==> config.mk <==
export PLATFORM = sky130hd
export DESIGN_NAME = lge_grid_mem
export DESIGN_NICKNAME = d
export VERILOG_FILES = /design/src/sv/lge_pkg.sv /design/src/sv/lge_grid_mem.sv
export SDC_FILE = /design/constraint.sdc
export NUM_CORES = 2
export LEC_CHECK = 0
export BUFFER_PORTS_ARGS = -buffer_cell sky130_fd_sc_hd__buf_4
export CAP_MARGIN = 20
export CORE_ASPECT_RATIO = 1.2
export CORE_MARGIN = 4
export CORE_UTILIZATION = 35
export DETAILED_ROUTE_END_ITERATION = 16
export PLACE_DENSITY = 0.58
export SYNTH_ARGS = -nofsm -noshare
export SYNTH_HDL_FRONTEND = slang
export SYNTH_SLANG_ARGS = --single-unit
export TNS_END_PERCENT = 50
==> constraint.sdc <==
create_clock -name clk_i -period 2.1 [get_ports clk_i]
set_clock_uncertainty 0.05 [all_clocks]
set_input_delay 0.105 -clock clk_i [delete_from_list [all_inputs] [get_ports clk_i]]
set_output_delay 0.105 -clock clk_i [all_outputs]
set_load 0.02 [all_outputs]
==> src/sv/lge_pkg.sv <==
package lge_pkg;

  typedef enum logic [1:0] {
    ST_IDLE,
    ST_READ,
    ST_RESP,
    ST_GEN
  } state_e;

  localparam logic [1:0] MODE_TOGGLE = 2'd0;
  localparam logic [1:0] MODE_STEP   = 2'd1;
  localparam logic [1:0] MODE_READ   = 2'd2;

  localparam logic [3:0] BIRTH_COUNT   = 4'd3;
  localparam logic [3:0] SURVIVE_COUNT = 4'd2;

  typedef struct packed {
    logic rd_en;
    logic wr_en;
  } mem_ctl_t;

  typedef struct packed {
    logic clear;
    logic shift;
  } cell_ctl_t;

endpackage

==> src/sv/lge_grid_mem.sv <==
module lge_grid_mem #(
  parameter int GRID_COLS = 64,
  parameter int GRID_ROWS = 64,
  localparam int RW = $clog2(GRID_ROWS)
) (
  input  logic                 clk_i,
  input  logic                 rst_ni,
  input  lge_pkg::mem_ctl_t    ctl_i,
  input  logic [RW-1:0]        rd_addr_i,
  input  logic [RW-1:0]        wr_addr_i,
  input  logic [GRID_COLS-1:0] wr_data_i,
  output logic [GRID_COLS-1:0] rd_data_o
);

  logic [GRID_COLS-1:0] mem [GRID_ROWS];
  logic [GRID_ROWS-1:0] row_valid_q;
  logic [GRID_COLS-1:0] rd_data_q;
  logic                 rd_live_q;

  always_ff @(posedge clk_i) begin
    if (ctl_i.wr_en) begin
      mem[wr_addr_i] <= wr_data_i;
    end
    if (ctl_i.rd_en) begin
      rd_data_q <= mem[rd_addr_i];
    end
  end

  always_ff @(posedge clk_i or negedge rst_ni) begin
    if (!rst_ni) begin
      row_valid_q <= '0;
      rd_live_q   <= 1'b0;
    end else begin
      if (ctl_i.wr_en) begin
        row_valid_q[wr_addr_i] <= 1'b1;
      end
      rd_live_q <= ctl_i.rd_en & row_valid_q[rd_addr_i];
    end
  end

  assign rd_data_o = rd_live_q ? rd_data_q : '0;

endmodule

==> run metrics <==
DR pass1 iterations 5; Leak 62.4 nW; status finished with violations; Starting Density 0.352; Routed wire per std cell 33.1 um; number of distinct library cells after synthesis 37; core region area 455000 sq um; fin util 0.429; ranking of synthesized cells by area edfxtp_1 78%, mux4_2 15%, mux2i_1 1.6%, dfrtp_1 1.0%, a221oi_1 0.46%; combinational power share 0.059; Fmax 413 MHz; Mean Syn Cell Area 24.1 sq um; first-pass GRT wire length 657000 um; PwrDens 906 nW/um^2; Die Height 749 um; final period utilization 1.15; met1 usage 0.258; Final Hold Viols 0; top-area cell type share of the netlist area 0.780; setup_tns -18.07 ns; Synth area leader edfxtp_1; CP Launch Type flip-flop; Synth Register Bits 4225; Period minus WS final 2.42 ns; GR Util met3 0.0257; Worst Path Arrival 2.26 ns; CTS buffer count 407; Clock Power Share 0.409; Synth Warn # 0; I/O Pins 144; CTS tree done; data required time of the worst path 1.95 ns; unrepaired setup endpoints after global routing yes; gr busiest metal met2; row cnt 271; GR Util met2 0.343; WHS 0.0919 ns; Clock Latency Late Sink 1.01 ns; Final #Nets 7946; Max Root-Sink Buffers 4; Synth Net Count 6716; Die W 626 um; kind of end point of the critical path output port; GPL Wtd Cong 0.801; actual slew at the worst max-slew pin 0.737 ns; Port Buf Inserts 143; sequential share of power 0.532; remaining antenna violation count 0; area grow syn2layout 21.8%; GRT Util Overall 0.198; synthesized instance count 6636; switching power 0.0382 W; pin count of the biggest net entering global routing 65; final design instance area without fill 195000 sq um; drt drc 0; DR vias/cell 5.55; CTS clk-pin slew, worst paths 0.06 ns; VDD IR max 0.776 mV; Max Cap Viol 0; placed cells 13400; DP HPWL 293000 um; Seq/Total Area, Yosys 0.790; max-slew violation count 0; Cell Area, Synth 160000 sq um; DR iter-0 viols 9320; CP Max Fanout 7; FILL cells 38700; DR vias 79000; GRT overflow 0; Sw Share 0.216; final setup violation count 71; Area after DPL 180000 sq um; Final Non-Filler Cells 14200; Detailed Route WL 471000 um; min-delay worst type in2reg; cell-internal power 0.139 W; failing checks setup timing; Num Clock Sinks 4225; max_slew headroom 0.508; final worst setup slack -0.320 ns; WS Path Type reg2out; initial antenna violation count 32; die area 469000 sq um; Root Driver clkbuf_16; H-tree depth 5; share of layout cells above drive strength 1 0.370; vias in the first global route 81600
-- Yosys cell counts (all sizes together) --
master   instances
edfxtp        4160
mux4          1086
mux2i          259
buf            214
clkbuf         154
a221oi          84
nor2            69
and2            67
dfrtp           65
o22ai           65
a21oi           64
o21ai           64
or2             62
o221a           45
o221ai          45
a22o            38
a22oi           20
mux2            19
nand2           12
nand2b           9
nor2b            9
nand3            6
inv              4
nand3b           3
o21bai           3
nor3             2
a2111oi          1
a211o            1
a311oi           1
a31o             1
nand4            1
nand4b           1
or3              1
or3b             1
-- final timing paths --
check	startpoint	end	slack (ns)	cells past startpoint
setup / recovery	rd_live_q$_DFF_PN0_	rd_data_o[22]	-0.32	5
hold / removal	wr_data_i[35]	mem[53][35]$_DFFE_PP_	0.09	2
setup reg to reg	mem[63][62]$_DFFE_PP_	rd_data_q[62]$_DFFE_PP_	-0.15	5
hold reg to reg	row_valid_q[23]$_DFFE_PN0P_	row_valid_q[23]$_DFFE_PN0P_	0.41	1
max in group asynchronous	rst_ni	row_valid_q[52]$_DFFE_PN0P_	1.23	4
min in group asynchronous	rst_ni	row_valid_q[44]$_DFFE_PN0P_	0.49	4
-- state kept, by name (all words and copies together), names as in the netlist --
signal,count
rd_data_q,64
rd_live_q,1
row_valid_q,64
mem,4096
-- per-stage QoR --
step / power [W] / setup slack [ns]
2_1_floorplan: 0.101 / -0.705
3_3_place_gp: 0.106 / -0.956
3_5_place_dp: 0.106 / -0.972
4_1_cts: 0.178 / -0.424
5_1_grt: 0.182 / -0.383
6_report: 0.177 / -0.320
-- repair_timing --
item                        CTS  global route
setup endpoints to repair    85           101
pin swaps                     7             1
buffers inserted              5             3
gates resized for setup     169            25
hold endpoints to repair   5159             0
hold buffers                 85             0
cloned                        7             0
-- worst max-delay path, cell delays in order, from the launching register on --
cell and delay (ns):
dfrtp_4 0.49, buf_12 0.16, buf_16 0.15, buf_16 0.20
and2_4 0.14, buf_6 0.12
-- logic make-up (layout without fill, tap and decap cells) --
family,count (synthesis),after routing,synth area share
and+or+nand+nor,243,243,0.00822
other,0,14,0
AOI/OAI and AO/OA,432,432,0.0201
DFF,4225,4225,0.790
muxes,1364,1364,0.170
buffers and inverters,372,1945,0.0112
-- per-layer routing --
metal | share of wire | up-vias
met5 | 0.000017 | -
met4 | 0.037 | 2
met3 | 0.063 | 755
met2 | 0.51 | 3464
met1 | 0.39 | 43600
li1 | - | 31300
-- final cells by class --
| cell class | count | area [sq um] | share of cell area |
|---|---|---|---|
| clock inverter | 258 | 2390 | 0.0122 |
| antenna | 14 | 35.0 | 0.000180 |
| sequential | 4225 | 127000 | 0.649 |
| inverter | 4 | 22.5 | 0.000115 |
| multi-input combinational | 2039 | 32900 | 0.169 |
| clock buffer | 494 | 10700 | 0.0547 |
| tap | 6006 | 7510 | 0.0385 |
| timing repair buffer | 1189 | 15000 | 0.0767 |
-- power groups by stage --
stage	Clock (W)	Sequential, W	Combinational (W)
4_1_cts	0.0735	0.0941	0.0106
2_1_floorplan	0	0.0955	0.00502
6_report	0.0722	0.0940	0.0105
3_5_place_dp	0	0.0959	0.00989
3_3_place_gp	0	0.0958	0.00973
5_1_grt	0.0771	0.0940	0.0111
-- layout by cell type (no fill, tap or decap), drive strengths merged, types with 62 or more instances in the layout --
cell type / instances
mux2i: 259
buf: 1105
o21ai: 64
clkinv: 197
a221oi: 84
clkbuf: 494
a21oi: 64
or2: 62
dfrtp: 65
mux4: 1086
dlygate4sd3: 82
o22ai: 65
and2: 67
nor2: 69
edfxtp: 4160
No activity file was read; power rests on OpenSTA's default activity.
