<file path="src/sv/lge_pkg.sv">
package lge_pkg;

  typedef enum logic [1:0] {
    ST_IDLE,
    ST_READ,
    ST_RESP,
    ST_GEN
  } state_e;

  localparam logic [1:0] MODE_TOGGLE = 2'd0;
  localparam logic [1:0] MODE_STEP   = 2'd1;
  localparam logic [1:0] MODE_READ   = 2'd2;

  localparam logic [3:0] BIRTH_COUNT   = 4'd3;
  localparam logic [3:0] SURVIVE_COUNT = 4'd2;

  typedef struct packed {
    logic rd_en;
    logic wr_en;
  } mem_ctl_t;

  typedef struct packed {
    logic clear;
    logic shift;
  } cell_ctl_t;

endpackage

</file>
<file path="src/sv/lge_col_cell.sv">
module lge_col_cell (
  input  logic             clk_i,
  input  logic             rst_ni,
  input  lge_pkg::cell_ctl_t ctl_i,
  input  logic             bit_i,
  input  logic [1:0]       left_sum_i,
  input  logic [1:0]       right_sum_i,
  output logic [1:0]       sum_o,
  output logic             next_o
);

  logic up_q, mid_q, dn_q;
  logic [3:0] count;

  always_ff @(posedge clk_i or negedge rst_ni) begin
    if (!rst_ni) begin
      up_q  <= 1'b0;
      mid_q <= 1'b0;
      dn_q  <= 1'b0;
    end else if (ctl_i.clear) begin
      up_q  <= 1'b0;
      mid_q <= 1'b0;
      dn_q  <= 1'b0;
    end else if (ctl_i.shift) begin
      up_q  <= mid_q;
      mid_q <= dn_q;
      dn_q  <= bit_i;
    end
  end

  assign sum_o = {1'b0, up_q} + {1'b0, mid_q} + {1'b0, dn_q};

  assign count = {2'b00, left_sum_i} + {2'b00, right_sum_i}
               + {3'b000, up_q} + {3'b000, dn_q};

  always_comb begin
    if (mid_q) begin
      next_o = (count == lge_pkg::SURVIVE_COUNT) || (count == lge_pkg::BIRTH_COUNT);
    end else begin
      next_o = (count == lge_pkg::BIRTH_COUNT);
    end
  end

endmodule

</file>
<file path="src/sv/lge_cell_row.sv">
module lge_cell_row #(
  parameter int GRID_COLS = 64
) (
  input  logic                 clk_i,
  input  logic                 rst_ni,
  input  lge_pkg::cell_ctl_t   ctl_i,
  input  logic [GRID_COLS-1:0] row_i,
  output logic [GRID_COLS-1:0] next_row_o
);

  logic [1:0] vsum [GRID_COLS];

  for (genvar c = 0; c < GRID_COLS; c++) begin : g_col
    logic [1:0] left_sum;
    logic [1:0] right_sum;

    if (c == 0) begin : g_left_edge
      assign left_sum = 2'd0;
    end else begin : g_left
      assign left_sum = vsum[c-1];
    end

    if (c == GRID_COLS - 1) begin : g_right_edge
      assign right_sum = 2'd0;
    end else begin : g_right
      assign right_sum = vsum[c+1];
    end

    lge_col_cell u_cell (
      .clk_i       (clk_i),
      .rst_ni      (rst_ni),
      .ctl_i       (ctl_i),
      .bit_i       (row_i[c]),
      .left_sum_i  (left_sum),
      .right_sum_i (right_sum),
      .sum_o       (vsum[c]),
      .next_o      (next_row_o[c])
    );
  end

endmodule

</file>
<file path="config.mk">
export PLATFORM = sky130hd
export DESIGN_NAME = lge_cell_row
export DESIGN_NICKNAME = d
export VERILOG_FILES = /design/src/sv/lge_pkg.sv /design/src/sv/lge_col_cell.sv /design/src/sv/lge_cell_row.sv
export SDC_FILE = /design/constraint.sdc
export NUM_CORES = 1
export LEC_CHECK = 0
export BUFFER_PORTS_ARGS = -buffer_cell sky130_fd_sc_hd__buf_2
export CAP_MARGIN = 10
export CORE_MARGIN = 1
export CORE_UTILIZATION = 54
export DETAILED_ROUTE_END_ITERATION = 10
export PLACE_DENSITY_LB_ADDON = 0.08
export SETUP_SLACK_MARGIN = 0.15
export SLEW_MARGIN = 40
export SYNTH_ARGS = -nofsm -noshare
export SYNTH_HDL_FRONTEND = slang
export SYNTH_SLANG_ARGS = --single-unit
</file>
<file path="constraint.sdc">
create_clock -name clk_i -period 4.2 [get_ports clk_i]
set_clock_uncertainty 0.2 [all_clocks]
set_input_delay 1.05 -clock clk_i [delete_from_list [all_inputs] [get_ports clk_i]]
set_output_delay 1.05 -clock clk_i [all_outputs]
set_load 0.01 [all_outputs]
</file>
==> results.txt <==
met2 is the most crowded layer. The initial utilization of the core area, before any placement, comes to 54.9%. The worst setup path is of the flop to output port kind. The final hold violation count is 0. The fill cell total of the finished layout came out at approximately 2200.

The routed wire length per instance is approximately 17 um. The count of standard-cell rows came out at 63. TritonCTS built the clock tree. The total area inside the core boundary comes to approximately 30000 sq um. The run finished, with violations left.

In this run the count of I/O pins placed on the die edge is 132. In this run the horizontal extent of the chip is between 150 and 200 um. The vertical die dimension came out at roughly 180 um.

The number of nets in the final layout is just over 2000. The total half-perimeter wirelength after legalization and detailed placement came out at roughly 23 mm. The post-layout utilization of the core came out at roughly 69%. After detailed routing, the number of remaining DRC violations is 0.

The checks that failed: negative setup slack. For the worst setup path, the data required time is 2.95 ns. The worst register-to-register path has a setup slack of ~3.0 ns.

The net switching power is 1.51 mW. The library cell appearing most often on the critical path is fa_1. The first global-routing pass estimated around 60 mm of wire.

Global routing used 30.6% of the available met1 tracks. The sequential group share of total power came out at 39.5%. The number of iterations in the first detailed-routing pass is 4. The area growth from synthesis to final layout is 25.8%. The number of global-route vias before repair came out at 11900. The maximum count of clock buffers along a single path is 2. The number of H-tree branching levels is 4. The via count came out at between 10000 and 15000. The internal power component is 3.54 mW. The area of the mapped netlist is ~16000 sq um. The achievable clock frequency is 219 MHz. Input and output buffers added on the ports amount to 131. The met2 routing resource usage after global routing is between 40% and 50%. For this block, the routed nets add up to 34.7 mm of wire. The synthesized design contains between 150 and 200 register bits. The fraction of met3 tracks used by global routing is 3.70%.

Yosys printed 0 warnings. The total grt overflow came out at 0. The cell sitting at the root of the clock tree is a clkbuf_16.

Setup repair after global routing could not meet its margin everywhere. Synthesis produced a netlist whose cell count is 1438. The initial antenna violation count is 1. The pre-CTS worst setup slack came out at roughly 0.0075 ns. The fraction of power consumed by combinational cells is 27.9%. The routability congestion estimate from global placement came out at 0.765. For the finished layout, the period the worst path requires is about 4.6 ns. The path class of the tightest hold or removal check is flop to flop. The later pin in the worst-skew pair is clocked with a latency of between 0.4 and 0.5 ns. The sequential element share of the synthesized area is 29.5%. The number of cells on the worst reg-to-reg path is 4. The actual slew at the worst max-slew pin came out at 0.633 ns.

The worst setup margin is -0.374 ns. The pin count of the biggest net entering global routing is 99. Global routing used between 20% and 30% of the available tracks. The remaining max-slew budget at the tightest pin came out at about 58%. The element type at the critical path end is an output port.

The power density normalized to cell area came out at 247 nW/um^2. The largest incremental delay on the critical path is 0.56 ns. The leakage power total came out at roughly 9.4 nW. The clock power share came out at between 30% and 40%. Of the total power, the share spent switching nets is 29.9%. Among cell families on the critical path, the largest total delay comes from adder cells.

The remaining number of nets flagged by the antenna check after routing is 0. The clock net in this run drives a total of 192 sinks. Yosys mapped the design onto 20 distinct sky130hd cell types. The cts-stage hold buffer count came out at 0. The DRC marker count from the first detailed-route iteration is just under 500.

The worst supply voltage drop on vdd came out at 292 uV. The clock input transition at the sequential cells of the worst setup and hold paths came out at 0.07 ns. The worst endpoint data arrival time is ~3.3 ns.

Buffers inserted during clock tree synthesis total 17. The maximum fanout along the worst path came out at 2. The count of buffering cells on the critical path with inverters included came out at 3. The number of setup violations in the final report came out at 7. The floorplan step defined a die boundary enclosing 30800 sq um.

The slowest stage of the critical path belongs to the cell fa_1. The synthesized netlist net count came out at 1824. The max-slew violation count came out at 0. The vias per cell came out at 5.17. Counting instances, the worst hold path has a depth of 2. The fraction of final layout cells sized beyond drive strength 1 came out at 49.0%.

The count of max-cap constraint violations is 0. The final critical path takes up 109% of the cycle. The critical path goes through fa_1 -> inv_1 -> fa_1 -> inv_1 -> ha_2 -> fa_1 -> ha_2 -> nand2_1 -> a21oi_1 -> o221a_2 -> buf_6. STA classifies the critical path startpoint as a flop. The number of gates on the worst path with buffers counted is 11. The average cell area after synthesis came out at 11.3 sq um.
==> flip-flops by register name (all words and copies together) (netlist names) <==
register            flops
g_col.u_cell.dn_q      64
g_col.u_cell.mid_q     64
g_col.u_cell.up_q      64
==> layer usage <==
metal / vias to the layer above / share of wire [%]
met5: - / 0
met4: 0 / 1.0
met3: 26 / 2.7
met2: 125 / 52
met1: 5466 / 44
li1: 5122 / -
==> logic make-up (layout without fill, tap and decap cells) <==
logic type / count (synthesis) / after routing / synth area share [%]
muxes: 192 / 192 / 11.8
AOI/OAI and AO/OA: 138 / 138 / 7.20
buffers and inverters: 345 / 592 / 11.6
and+or+nand+nor: 253 / 253 / 6.61
other: 0 / 2 / 0
adders and majority gates: 318 / 318 / 33.2
DFF: 192 / 192 / 29.5
==> cell type report <==
type	instances	area [sq um]	area share [%]
Timing Repair Buffer	322	2600	12.7
Clock buffer	24	472	2.30
Antenna cell	2	5.00	0.0245
Clock inverter	8	106	0.520
Inverter	238	893	4.36
Tap cell	390	488	2.38
Sequential cell	192	4890	23.9
Multi-Input combinational cell	901	11000	53.8
==> power by group through the flow <==
stage,sequential (mW),combinational [mW],clock [mW]
after floorplan,2.03,0.775,0
after global placement,2.05,0.946,0
after detailed placement,2.05,0.991,0
after CTS,2.00,1.32,1.69
after global routing,2.01,1.57,1.76
final,2.00,1.41,1.64
==> worst register-to-register path: cells and delay by family (launching register included) <==
family	cells	cell delay, ns
multiplexers	1	0.14
AND/OR/NAND/NOR	1	0.05
flip-flops	1	0.41
buffers and inverters	2	0.28
==> placed cells by master, fill, tap and decap left out, drive strengths merged, types with 4 or more instances in the layout <==
cell and instances:
fa 190, o221ai 14, a211oi 43, clkbuf 25, mux2i 192, ha 128
a21o 14, nor2b 43, o211ai 4, inv 238, nor2 199, buf 321
o221a 44, clkinv 4, nand2b 4, a21oi 19, dfrtp 192, nand2 5
==> through the flow <==
step                hold slack, ns  instance area [sq um]  instances  power [mW]  setup TNS (ns)
floorplan                    0.315                  16300       1438        2.80               0
global placement             0.337                  16600       1865        3.00               0
detailed placement           0.348                  16600       1865        3.04               0
CTS                          0.366                  19900       2055        5.01          -0.972
global route                 0.412                  20500       2075        5.34           -3.79
finish                       0.372                  20500       2077        5.05          -0.955
==> synthesized netlist by cell type <==
library cell,instances,area share [%]
nor2b_1,43,1.7
buf_4,66,3.0
nor3b_1,2,0.092
fa_1,190,23
o221a_2,44,3.0
a21oi_1,19,0.58
clkbuf_1,5,0.12
a21o_1,14,0.65
ha_1,128,9.8
buf_2,16,0.49
o221ai_1,14,0.75
mux2i_1,192,12
nor2_1,199,4.6
inv_1,238,5.5
a211oi_1,43,2.0
dfrtp_1,192,30
nand2_1,5,0.12
nand2b_1,4,0.15
buf_12,20,2.5
o211ai_1,4,0.18
==> path summary, 6_finish.rpt <==
check | startpoint | endpoint
hold reg to reg | g_col[63].u_cell.up_q | g_col[63].u_cell.up_q
hold / removal | g_col[63].u_cell.up_q | g_col[63].u_cell.up_q
setup reg to reg | g_col[30].u_cell.mid_q | g_col[30].u_cell.up_q
setup / recovery | g_col[61].u_cell.up_q | next_row_o[62]
min in group asynchronous | rst_ni | g_col[34].u_cell.mid_q
max in group asynchronous | rst_ni | g_col[3].u_cell.mid_q
==> timing repair <==
action / in CTS / in global routing
pin swaps: 240 / 135
setup buffers: 158 / 20
setup endpoints to repair: 64 / 64
endpoints found under the hold margin: 0 / 0
gates resized for setup: 484 / 90
No activity file was read; power rests on OpenSTA's default activity.
